File: src/fr_pkg.sv
// shared constants for the fraction reducer
package fr_pkg;

  localparam int VALUE_BITS = 31;
  localparam int DATA_BITS  = ((2 * VALUE_BITS + 7) / 8) * 8;
  localparam int COUNT_BITS = $clog2(VALUE_BITS);

  typedef logic [VALUE_BITS-1:0] value_t;
  typedef logic [COUNT_BITS-1:0] count_t;

endpackage

File: src/fraction_reducer.sv
// fraction_reducer: reduces a fraction to lowest terms, one word at a time.
// A word is taken only while the block is idle. The binary gcd unit finds the
// gcd of the two terms, then the shared restoring divider divides numerator
// and denominator by the gcd at one bit per cycle. A word with a zero
// numerator or denominator passes through unchanged. The result sits in an
// output register, and the next word may be accepted while it waits.
module fraction_reducer (
  input  logic                        clk,
  input  logic                        rst,
  input  logic                        s_tvalid,
  output logic                        s_tready,
  // numerator_in [30:0], denominator_in [61:31], zero fill above
  input  logic [fr_pkg::DATA_BITS-1:0] s_tdata,
  output logic                        m_tvalid,
  input  logic                        m_tready,
  // numerator_out [30:0], denominator_out [61:31], zero fill above
  output logic [fr_pkg::DATA_BITS-1:0] m_tdata
);

  localparam int W = fr_pkg::VALUE_BITS;

  localparam logic [2:0] ST_IDLE = 3'd0;
  localparam logic [2:0] ST_GCD  = 3'd1;
  localparam logic [2:0] ST_DIVN = 3'd2;
  localparam logic [2:0] ST_DIVD = 3'd3;
  localparam logic [2:0] ST_DONE = 3'd4;

  logic [2:0]     state;
  fr_pkg::value_t num_in;
  fr_pkg::value_t den_in;
  fr_pkg::value_t den_hold;
  fr_pkg::value_t num_hold;
  fr_pkg::value_t res_num;
  fr_pkg::value_t res_den;
  logic           accept;
  logic           has_zero;
  logic           gcd_start;
  logic           gcd_done;
  fr_pkg::value_t gcd_value;
  logic           div_start;
  logic           div_done;
  fr_pkg::value_t div_dividend;
  fr_pkg::value_t div_quotient;
  logic           out_free;

  assign num_in   = s_tdata[W-1:0];
  assign den_in   = s_tdata[2*W-1:W];
  assign s_tready = (state == ST_IDLE);
  assign accept   = s_tvalid && s_tready;
  assign has_zero = (num_in == '0) || (den_in == '0);
  assign out_free = !m_tvalid || m_tready;

  assign gcd_start    = accept && !has_zero;
  assign div_start    = ((state == ST_GCD) && gcd_done) || ((state == ST_DIVN) && div_done);
  assign div_dividend = (state == ST_GCD) ? num_hold : den_hold;

  fr_gcd u_gcd (
    .clk   (clk),
    .rst   (rst),
    .start (gcd_start),
    .a_in  (num_in),
    .b_in  (den_in),
    .done  (gcd_done),
    .gcd   (gcd_value)
  );

  fr_div u_div (
    .clk      (clk),
    .rst      (rst),
    .start    (div_start),
    .dividend (div_dividend),
    .divisor  (gcd_value),
    .done     (div_done),
    .quotient (div_quotient)
  );

  always_ff @(posedge clk) begin
    if (rst) begin
      state    <= ST_IDLE;
      m_tvalid <= 1'b0;
    end else begin
      if (state == ST_DONE && out_free) begin
        m_tvalid <= 1'b1;
      end else if (m_tvalid && m_tready) begin
        m_tvalid <= 1'b0;
      end
      case (state)
        ST_IDLE: begin
          if (accept) begin
            num_hold <= num_in;
            den_hold <= den_in;
            res_num  <= num_in;
            res_den  <= den_in;
            state    <= has_zero ? ST_DONE : ST_GCD;
          end
        end
        ST_GCD: begin
          if (gcd_done) begin
            state <= ST_DIVN;
          end
        end
        ST_DIVN: begin
          if (div_done) begin
            res_num <= div_quotient;
            state   <= ST_DIVD;
          end
        end
        ST_DIVD: begin
          if (div_done) begin
            res_den <= div_quotient;
            state   <= ST_DONE;
          end
        end
        ST_DONE: begin
          // hold here until the output register is free
          if (out_free) begin
            m_tdata  <= {{(fr_pkg::DATA_BITS - 2 * W){1'b0}}, res_den, res_num};
            state    <= ST_IDLE;
          end
        end
        default: begin
          state <= ST_IDLE;
        end
      endcase
    end
  end

  a_busy_after_accept: assert property (@(posedge clk) disable iff (rst)
    accept |=> !s_tready)
    else $error("input taken while a word is in progress");

  a_zero_bypass: assert property (@(posedge clk) disable iff (rst)
    accept && has_zero |=> state == ST_DONE && res_num == $past(num_in))
    else $error("zero operand word not passed through");

  a_result_from_done: assert property (@(posedge clk) disable iff (rst)
    $rose(m_tvalid) |-> $past(state) == ST_DONE)
    else $error("result shown without finishing the word");

  a_gcd_in_gcd_state: assert property (@(posedge clk) disable iff (rst)
    gcd_done |-> state == ST_GCD)
    else $error("gcd finished outside its phase");

endmodule

File: src/fr_gcd.sv
// binary gcd unit: one subtract or shift step per cycle
module fr_gcd (
  input  logic            clk,
  input  logic            rst,
  input  logic            start,
  input  fr_pkg::value_t  a_in,
  input  fr_pkg::value_t  b_in,
  output logic            done,
  output fr_pkg::value_t  gcd
);

  logic           busy;
  fr_pkg::value_t a;
  fr_pkg::value_t b;
  fr_pkg::count_t k;
  logic           a_ge_b;
  fr_pkg::value_t big;
  fr_pkg::value_t little;
  fr_pkg::value_t diff;

  assign a_ge_b = (a >= b);
  assign big    = a_ge_b ? a : b;
  assign little = a_ge_b ? b : a;
  assign diff   = big - little;

  always_ff @(posedge clk) begin
    if (rst) begin
      busy <= 1'b0;
      done <= 1'b0;
    end else begin
      done <= 1'b0;
      if (start) begin
        busy <= 1'b1;
        a    <= a_in;
        b    <= b_in;
        k    <= '0;
      end else if (busy) begin
        if (a == b) begin
          busy <= 1'b0;
          done <= 1'b1;
          gcd  <= a << k;
        end else if (!a[0] && !b[0]) begin
          // common factor of two, restored at the end
          a <= a >> 1;
          b <= b >> 1;
          k <= k + fr_pkg::count_t'(1);
        end else if (!a[0]) begin
          a <= a >> 1;
        end else if (!b[0]) begin
          b <= b >> 1;
        end else if (a_ge_b) begin
          // both odd, so the difference is even
          a <= diff >> 1;
        end else begin
          b <= diff >> 1;
        end
      end
    end
  end

endmodule

File: src/fr_div.sv
// restoring divider: one quotient bit per cycle
module fr_div (
  input  logic            clk,
  input  logic            rst,
  input  logic            start,
  input  fr_pkg::value_t  dividend,
  input  fr_pkg::value_t  divisor,
  output logic            done,
  output fr_pkg::value_t  quotient
);

  localparam int W = fr_pkg::VALUE_BITS;

  logic           busy;
  fr_pkg::count_t cnt;
  fr_pkg::value_t rem;
  fr_pkg::value_t dvs;
  logic [W:0]     shifted;
  logic [W:0]     trial;

  assign shifted = {rem, quotient[W-1]};
  assign trial   = shifted - {1'b0, dvs};

  always_ff @(posedge clk) begin
    if (rst) begin
      busy <= 1'b0;
      done <= 1'b0;
    end else begin
      done <= 1'b0;
      if (start) begin
        busy     <= 1'b1;
        cnt      <= fr_pkg::count_t'(W - 1);
        rem      <= '0;
        dvs      <= divisor;
        quotient <= dividend;
      end else if (busy) begin
        // quotient register shifts the dividend out and the result in
        if (!trial[W]) begin
          rem      <= trial[W-1:0];
          quotient <= {quotient[W-2:0], 1'b1};
        end else begin
          rem      <= shifted[W-1:0];
          quotient <= {quotient[W-2:0], 1'b0};
        end
        if (cnt == '0) begin
          busy <= 1'b0;
          done <= 1'b1;
        end else begin
          cnt <= cnt - fr_pkg::count_t'(1);
        end
      end
    end
  end

endmodule

File: config.mk
export PLATFORM = sky130hd
export DESIGN_NAME = fraction_reducer
export DESIGN_NICKNAME = d
export VERILOG_FILES = /design/src/fr_pkg.sv /design/src/fraction_reducer.sv /design/src/fr_gcd.sv /design/src/fr_div.sv
export SDC_FILE = /design/constraint.sdc
export NUM_CORES = 1
export LEC_CHECK = 0
export ABC_AREA = 1
export BUFFER_PORTS_ARGS = -buffer_cell sky130_fd_sc_hd__buf_2
export CORE_ASPECT_RATIO = 2
export CORE_UTILIZATION = 56
export CTS_CLUSTER_SIZE = 10
export DETAILED_ROUTE_END_ITERATION = 10
export HOLD_SLACK_MARGIN = 0.03
export PLACE_DENSITY = 0.77
export SETUP_SLACK_MARGIN = 0.02
export SLEW_MARGIN = 0
export SYNTH_ARGS = -nofsm -noshare
export SYNTH_HDL_FRONTEND = slang
export SYNTH_SLANG_ARGS = --single-unit
File: constraint.sdc
create_clock -name clk -period 5.9 [get_ports clk]
set_input_delay 0.885 -clock clk [delete_from_list [all_inputs] [get_ports clk]]
set_output_delay 0.885 -clock clk [all_outputs]
set_load 0.02 [all_outputs]
# After elaboration in Yosys (flattened, before gate mapping)
# Index checks and enable logic that the tools add are counted.
# W data, S select, Z words.
[classes]
n_addsub = 4
magnitude_cmp = 1
eq_ne = 15
n_shift = 1
muxes = 49
bitwise = 4
n_reduce_logical = 41
[op_table]
columns = ["cell", "n"]
rows = [
  ["$mux W31", 24],
  ["$pmux W31 S2", 2],
  ["$logic_not A31 Y1", 2],
  ["$sub A32 B31 Y32", 1],
  ["$eq A31 B31 Y1", 1],
  ["$ge A31 B31 Y1", 1],
  ["$shl A31 B5 Y31", 1],
  ["$sub A31 B31 Y31", 1],
  ["$mux W5", 5],
  ["$reduce_and A4 Y1", 5],
  ["$mux W3", 6],
  ["$pmux W3 S5", 1],
  ["$reduce_and A5 Y1", 3],
  ["$ne A4 B4 Y1 const B", 3],
  ["$reduce_and A3 Y1", 4],
  ["$reduce_bool A2 Y1", 6],
  ["$mux W1", 11],
  ["$ne A2 B1 Y1 const B", 4],
  ["$logic_and A1 B1 Y1", 7],
  ["$eq A3 B2 Y1 const B", 2],
  ["$ne A2 B2 Y1 const B", 3],
  ["$reduce_or A3 Y1", 2],
  ["$add A5 B1 Y5 const B", 1],
  ["$logic_not A5 Y1", 1],
  ["other kinds (9)", 18],
]
[totals]
regBits = 390
in_bits = 68
elab_cells = 136

# Logic depth before layout (Yosys ltp)
# Gate-level depths: netlist (run 1).
[depth]
depth_word = 10
mapped_depth = 28
ltp_nobuf = 26

# Hierarchy
# Synthesis (run 1) repeated with hierarchy kept, for this count alone.
[unflattened]
cells_unflattened = 2950
hier_area_um2 = 23674.0
[by_module_without_submodules]
columns = ["module", "n_inst", "cells_per_inst", "area_each_um2"]
rows = [
  ["fr_gcd", 1, 1447, 9415.3],
  ["fraction_reducer", 1, 594, 7344.5],
  ["fr_div", 1, 909, 6914.1],
]

# Worst setup path before layout (run 1)
# Ideal clock, no wire load.
[synth_path]
path_type = "reg2reg"
startpoint = "register state[0]"
endpoint = "register u_div.quotient[0] (enable)"
setup_ps = 568
arrival_ps = 5867
setup_slack_ps = -535
path_stages_with_launch = 9
n_path_buf = 3
period_less_slack_ps = 6435
cell_sequence = "dfxtp_1 > clkbuf_1 > nor3_1 > nand2_1 > nand2_1 > inv_1 > clkbuf_1 > clkbuf_1 > o21ai_0"
[synth_between]
elab_chain_len = 5
elab_cells_between_ends = 7
classes_between = "eq/ne (2); reduce/logical (5)"
[synth_lines]
columns = ["element", "line_no", "rtl"]
rows = [
  ["from (decl)", "fraction_reducer.sv:28", "logic [2:0] state;"],
  ["from (signal assigned)", "fraction_reducer.sv:94", "state <= has_zero ? ST_DONE : ST_GCD;"],
  ["$eq A3 B1 Y1 / $eq A3 B2 Y1 (equally long branches)", "fraction_reducer.sv:54", "assign div_start = ((state == ST_GCD) && gcd_done) || ((state == ST_DIVN) && div_done);"],
  ["$logic_and A1 B1 Y1", "fraction_reducer.sv:54", ""],
  ["$logic_or A1 B1 Y1 *", "fraction_reducer.sv:54", ""],
  ["$reduce_bool A2 Y1 (no source line) *", "--", ""],
  ["$reduce_and A2 Y1 (no source line) *", "--", ""],
  ["to (signal assigned)", "fr_div.sv:35", "quotient <= dividend;"],
  ["to (signal assigned)", "fr_div.sv:40", "quotient <= {quotient[W-2:0], 1'b1};"],
  ["to (signal assigned)", "fr_div.sv:43", "quotient <= {quotient[W-2:0], 1'b0};"],
  ["to (decl)", "fr_div.sv:9", "output fr_pkg::value_t quotient"],
]
# Mark *: on every way between the ends. The rest lies on a longest branch, timed or not.
# A chain may end at the register's enable or synchronous reset.

# Worst setup path after layout (run 1)
[layout_path]
startpoint = "register u_gcd.a[0]"
endpoint = "register u_gcd.b[25], data pin"
[layout_between]
elab_chain_len = 10
elab_cells_between_ends = 13
classes_between = "add/sub (1); order compare (1); mux (9); reduce/logical (2)"
[layout_lines]
columns = ["element", "line_no", "rtl"]
rows = [
  ["from (decl)", "fr_gcd.sv:13", "fr_pkg::value_t a;"],
  ["from (signal assigned)", "fr_gcd.sv:34", "a <= a_in;"],
  ["from (signal assigned)", "fr_gcd.sv:44", "a <= a >> 1;"],
  ["from (signal assigned)", "fr_gcd.sv:48", "a <= a >> 1;"],
  ["$ge A31 B31 Y1", "fr_gcd.sv:21", "assign a_ge_b = (a >= b);"],
  ["$mux W31 (on tied branches)", "fr_gcd.sv:22, fr_gcd.sv:23", ""],
  ["$sub A31 B31 Y31", "fr_gcd.sv:24", "assign diff = big - little;"],
  ["$mux W31", "fr_gcd.sv:51", "end else if (a_ge_b) begin"],
  ["$mux W31", "fr_gcd.sv:49", "end else if (!b[0]) begin"],
  ["$mux W31", "fr_gcd.sv:47", "end else if (!a[0]) begin"],
  ["$mux W31 *", "fr_gcd.sv:42", "end else if (!a[0] && !b[0]) begin"],
  ["$mux W31 *", "fr_gcd.sv:38", "if (a == b) begin"],
  ["$mux W31 *", "fr_gcd.sv:37", "end else if (busy) begin"],
  ["$mux W31 *", "fr_gcd.sv:32", "if (start) begin"],
  ["to (signal assigned)", "fr_gcd.sv:35", "b <= b_in;"],
  ["to (signal assigned)", "fr_gcd.sv:45", "b <= b >> 1;"],
  ["to (signal assigned)", "fr_gcd.sv:50", "b <= b >> 1;"],
  ["to (decl)", "fr_gcd.sv:14", "fr_pkg::value_t b;"],
]
# Mark *: on every way between the ends. The rest lies on a longest branch, timed or not. The select of a mux whose other input is x is not followed.

==> flow_summary.ini, run 1 <==
[run_status]
status = finished clean

[cts]
h-tree-depth = 2
post_cts_buffers = 0
cts_tree = built
clkTransAtPathRegs_ns = 0.06
insertion_delay_ns = 0.57
cts.sinks = 390
root_buffer = clkbuf_16
ctsResizeCount = 0
cts_hold_buf = 0
cts_made_buffers = 45
cts.path.max_buffers = 3

[detailed_routing]
ant_nets = 0
dr_total_vias = 18430
wl_um = 67310
route.detailed.drc = 0
drt_iter0_drc = 1426
drt-pass1-iter-count = 5
post_drt_wl_per_cell_um = 21.11
viasPerCell = 5.779

[placement]
port_buffers = 129
post_dp_cell_area_um2 = 23270
hpwl_um = 50870
dp.cells = 3116
post-place-ws_ns = 1.439
gp_congestion = 1.009

[logic_synthesis]
synth_area_leaders = edfxtp_1 (52%), nand2_1 (9.7%), inv_1 (6.3%)
synthXorXnorAreaFrac = 0.01666
synthMuxAreaShare = 0.008615
synth.top_cell.area_share = 0.5196
synth-main-ff-cell = edfxtp_1
synthMostInstantiatedCell = nand2_1
yosys-top-cells-count = nand2_1 (572), edfxtp_1 (382), inv_1 (368)
syn_inst = 2538
avgSynthCellArea_um2 = 8.698
async_flop_share = 0
yosysTopAreaCell = edfxtp_1
synth-edff-count = 382
ys_seq_area_frac = 0.5269
synth_area_um2 = 22080
synth_simple_gate_area_frac = 0.1990
synth-compound-area-share = 0.1255
synthAdderAreaFrac = 0.03888
ys_seq_elements = 390
synth_top_family_by_area = simple AND/OR/NAND/NOR gates
synth_cell_types = 56
ys_warn_count = 0

[timing]
setup_slack_ns = 1.465
hold_viol_final = 0
period_needed_ns = 4.435
fmax_mhz = 225.5
slew_violations = 0
grt_setup_unrepaired = no
period_share = 0.7517
fin_tns_setup_ns = 0
final.setup_skew_ns = 0.02139
max_slew_margin = 0.2005
worst-slew-pin-transition_ns = 1.187
setup_viol = 0
fin_hold_ws_ns = 0.4144

[floorplanning]
pin_count = 134
die_area_um2 = 40270
initial_utilization = 0.5690
die_y_um = 282.8
dieWidth_um = 142.4
coreArea_um2 = 38800
row_count = 102

[worst_setup_path]
crit_type = reg2reg
r2r_start = u_gcd.a[0]$_DFFE_PP_
start_kind = register
path_max_fanout = 25
critPathRequiredTime_ns = 6.22
worstPathArrival_ns = 4.75
r2r_setup_slack_ns = 1.46
cp-end-kind = register
reg2regPathDepth = 23
startpoint = u_gcd.a[0]$_DFFE_PP_

[cells_and_area]
area_growth_pct = 11.34
drive_gt1_frac = 0.1024
nFillCells = 3355
fin_area_um2 = 24580
largest_register_ff_count = 62
stdcell_count = 3189
largest_register = m_tdata
num-nets-final = 2779
final_util = 0.6335

[power_and_ir_drop]
power.leakage_nw = 10.60
p_total_mw = 8.162
power.density_nw_per_um2 = 332.1
peakVddDrop_mv = 0.4158

[global_routing]
grt_pass1_wl_um = 102400
overflow = 0
grt_pass1_vias = 18440
grt.total_usage = 0.3429
grt_max_degree = 67
antenna_found_initial = 4

[min_path]
whs_path_depth = 0
hold_start = u_gcd.gcd[10]$_SDFFCE_PP0P_
hp-class = reg2reg

[job]
drv_cap = 0
cell families after synthesis:
| logic type | after synthesis |
|---|---|
| AO/OA/AOI/OAI | 506 |
| multiplexers | 19 |
| buffers and inverters | 476 |
| flip-flops | 390 |
| adder cells (fa/ha/maj) | 68 |
| AND/OR/NAND/NOR | 1036 |
| XOR/XNOR | 42 |
| other | 1 |
per-layer routing:
metal | global-route usage | wire [um]
met5 | 0 | 23
met2 | 0.6212 | 34760
met1 | 0.3613 | 22970
met4 | 0.2537 | 5416
met3 | 0.04269 | 4139
final cells by class:
type	instances	area (um2)	share of cell area
repair buffers	162	893.4	0.03635
clock inverters	5	100.1	0.004072
multi-input cells	1673	8701	0.3540
well taps	520	650.6	0.02647
diodes	2	5.005	0.0002036
flip-flops and latches	390	11630	0.4732
inverters	371	1393	0.05666
clock buffers	66	1205	0.04902
worst paths after layout:
path	endpoint
worst max-delay path	u_gcd.b[25]$_DFFE_PP_
worst min-delay path	u_div.dvs[10]$_DFFE_PP_
worst max register to register	u_gcd.b[25]$_DFFE_PP_
worst min register to register	u_div.dvs[10]$_DFFE_PP_
worst max-delay path, cell delays in order, from the launching register on:
cell and delay [ns]:
edfxtp_1 0.47, inv_1 0.63, ha_1 0.37, nor2_1 0.14
nand3_1 0.09, nor2_1 0.13, nand2_2 0.11, nand2_2 0.10
nor2_4 0.04, nand2_4 0.27, nand2_1 0.13, nand2_1 0.09
nand2_2 0.08, ha_1 0.19, inv_1 0.07, nand2_2 0.07
nand2_1 0.08, nand3_2 0.15, nand2_1 0.09, nand2_1 0.18
nand2_1 0.28, nand4_1 0.19, nand3_1 0.16, a21oi_1 0.07
where the power goes:
group / internal (mW) / switching (mW) / leakage (nW)
combinational: 0.662 / 1.63 / 6.40
clock: 1.46 / 1.08 / 0.623
sequential: 3.24 / 0.0946 / 3.58
total: 5.36 / 2.80 / 10.6
placed cells by master (no fill, tap or decap), drive strengths merged, types with 3 or more instances in the layout:
cell type	count
nand3b	17
xnor2	15
nand4	18
buf	162
o22ai	8
or2	7
nand2	588
inv	370
o211ai	13
mux2i	19
o21ai	251
xor2	27
a22oi	9
nor4	7
ha	67
clkinv	5
nor3	29
clkbuf	66
and2	3
a21oi	134
a21boi	8
a21o	4
a211oi	4
edfxtp	382
a31oi	66
nor2	219
dfxtp	8
nand3	144
Note: power is estimated with default switching activity, not from simulation.
==> run 2: changes to the inputs <==
Settings changed: CORE_UTILIZATION 56 to 62, PLACE_DENSITY 0.77 to 0.81.
Clock period 5.9 ns to 4.38 ns, I/O delays scaled along.
==> run 2 against run 1 <==
Against the previous run: sequential power grew 35%; first-iteration DRC count grew 12%; non-clock buffer count grew 23; critical path type unchanged; largest power group unchanged; highest routed layer unchanged.
==> flow_summary.ini, run 2 (synthesized netlist as in run 1, its figures left out) <==
[timing]
setup_viol = 0
grt_setup_unrepaired = no
fmax_mhz = 242.9
period_needed_ns = 4.117
hold_viol_final = 0
final.setup_skew_ns = 0.03461
period_share = 0.9400
slew_violations = 0
max_slew_margin = 0.1258
worst-slew-pin-transition_ns = 1.298
fin_tns_setup_ns = 0

[cts]
ctsResizeCount = 0
cts.path.max_buffers = 3
cts_made_buffers = 45
root_buffer = clkbuf_16
cts_hold_buf = 0
clkTransAtPathRegs_ns = 0.06
post_cts_buffers = 0
cts.sinks = 390
insertion_delay_ns = 0.58
cts_tree = built
h-tree-depth = 2

[detailed_routing]
dr_total_vias = 18820
viasPerCell = 6.003
wl_um = 66980
drt-pass1-iter-count = 6
drt_iter0_drc = 1599
ant_nets = 0
route.detailed.drc = 0
post_drt_wl_per_cell_um = 21.36

[cells_and_area]
num-nets-final = 2802
largest_register_ff_count = 62
drive_gt1_frac = 0.1104
stdcell_count = 3136
area_growth_pct = 11.93
largest_register = m_tdata
register_area_um2 = 11630
multiInputGateArea_um2 = 8712
final_util = 0.7045
final_cell_mix = nand2_1 (570), edfxtp_1 (382), inv_1 (368), o21ai_0 (241), nor2_1 (208)
nFillCells = 2651
final_common_cell = nand2_1

[power_and_ir_drop]
power_frac_seq = 0.406
switching_share = 0.3444
power.leakage_nw = 10.73
power_frac_comb = 0.289
power.density_nw_per_um2 = 449.1
peakVddDrop_mv = 0.3692
p_clk_frac = 0.305
internal_power_mw = 7.275
p_sw_mw = 3.822
p_total_mw = 11.10

[floorplanning]
die_y_um = 268.9
coreArea_um2 = 35070
row_count = 97
pin_count = 134
dieWidth_um = 135.4
die_area_um2 = 36410
initial_utilization = 0.6294

[global_routing]
grt.total_usage = 0.3775
grt_max_degree = 120
grt_pass1_wl_um = 101700
grt_pass1_vias = 18770
overflow = 0
antenna_found_initial = 3

[min_path]
hp-class = in2reg

[worst_setup_path]
r2r_setup_slack_ns = 0.26
critPathRequiredTime_ns = 4.69
startpoint = u_gcd.a[12]$_DFFE_PP_
path_max_fanout = 28
worstPathArrival_ns = 4.43
r2r_start = u_gcd.a[12]$_DFFE_PP_
crit_type = reg2reg
reg2regPathDepth = 19
start_kind = register
cp-end-kind = register
r2r_end = u_gcd.b[27]$_DFFE_PP_
worstSetupEndpoint = u_gcd.b[27]$_DFFE_PP_

[run_status]
status = finished clean

[job]
drv_cap = 0

[placement]
dp.cells = 3064
hpwl_um = 50050
gp_congestion = 1.001
port_buffers = 129
==> run 2: area by class of cell <==
cell class | count | share of cell area
repair buffers | 185 | 0.04517
clock buffers | 66 | 0.04876
flip-flops and latches | 390 | 0.4707
diodes | 1 | 0.0001013
well taps | 445 | 0.02253
multi-input cells | 1673 | 0.3526
clock inverters | 5 | 0.003798
inverters | 371 | 0.05636
==> run 2: worst min path at each step <==
stage | slack, ns | startpoint | depth (start not counted) | to
3_3_place_gp | 0.40 | u_gcd.gcd[10]$_SDFFCE_PP0P_ | 0 | u_div.dvs[10]$_DFFE_PP_
6_report | 0.29 | s_tdata[30] | 1 | num_hold[30]$_DFFE_PP_
3_5_place_dp | 0.40 | res_num[14]$_DFFE_PP_ | 0 | m_tdata[14]$_DFFE_PP_
5_1_grt | 0.29 | s_tdata[61] | 1 | den_hold[30]$_DFFE_PP_
4_1_cts | 0.28 | s_tdata[30] | 1 | num_hold[30]$_DFFE_PP_
2_1_floorplan | 0.40 | res_num[0]$_DFFE_PP_ | 0 | m_tdata[0]$_DFFE_PP_
==> run 2: through the flow <==
stage / hold WS, ns / instance area (um2) / setup WS, ns
4_1_cts: 0.2752 / 24710 / 0.4640
2_1_floorplan: 0.4003 / 22110 / 0.4347
6_report: 0.2859 / 24710 / 0.2626
5_1_grt: 0.2870 / 24710 / 0.02365
3_3_place_gp: 0.4010 / 23410 / 0.5243
3_5_place_dp: 0.4045 / 23410 / 0.4755
==> run 2: layer usage <==
metal | global-route usage | up-vias | share of wire
li1 | - | 8793 | -
met2 | 0.6717 | 998 | 0.51
met4 | 0.3173 | 4 | 0.095
met1 | 0.3818 | 8697 | 0.33
met5 | 0 | - | 0.00039
met3 | 0.06035 | 332 | 0.072
==> run 2: critical path: stages (launching register included) <==
cell and delay, ns:
edfxtp_1 0.52, ha_1 0.46, nand2_2 0.12, nor2_2 0.18, nand2_1 0.12, nor2_2 0.16, nand2_2 0.12, nand2_2 0.12
nor2_4 0.05, nand2_4 0.08, buf_4 0.36, nand2_1 0.12, nand3_1 0.11, nand2_1 0.10, a21oi_1 0.16, nand3_1 0.24
nand2_1 0.22, nand4_1 0.30, nand3_1 0.20, a21oi_1 0.08
==> run 2: power by group through the flow <==
| stage | registers, mW | logic [mW] | clock network, mW |
|---|---|---|---|
| finish | 4.51 | 3.21 | 3.38 |
| global placement | 4.57 | 3.08 | 0 |
| detailed placement | 4.57 | 3.12 | 0 |
| floorplan | 4.52 | 2.13 | 0 |
| CTS | 4.50 | 3.14 | 3.40 |
| global route | 4.52 | 3.52 | 3.52 |
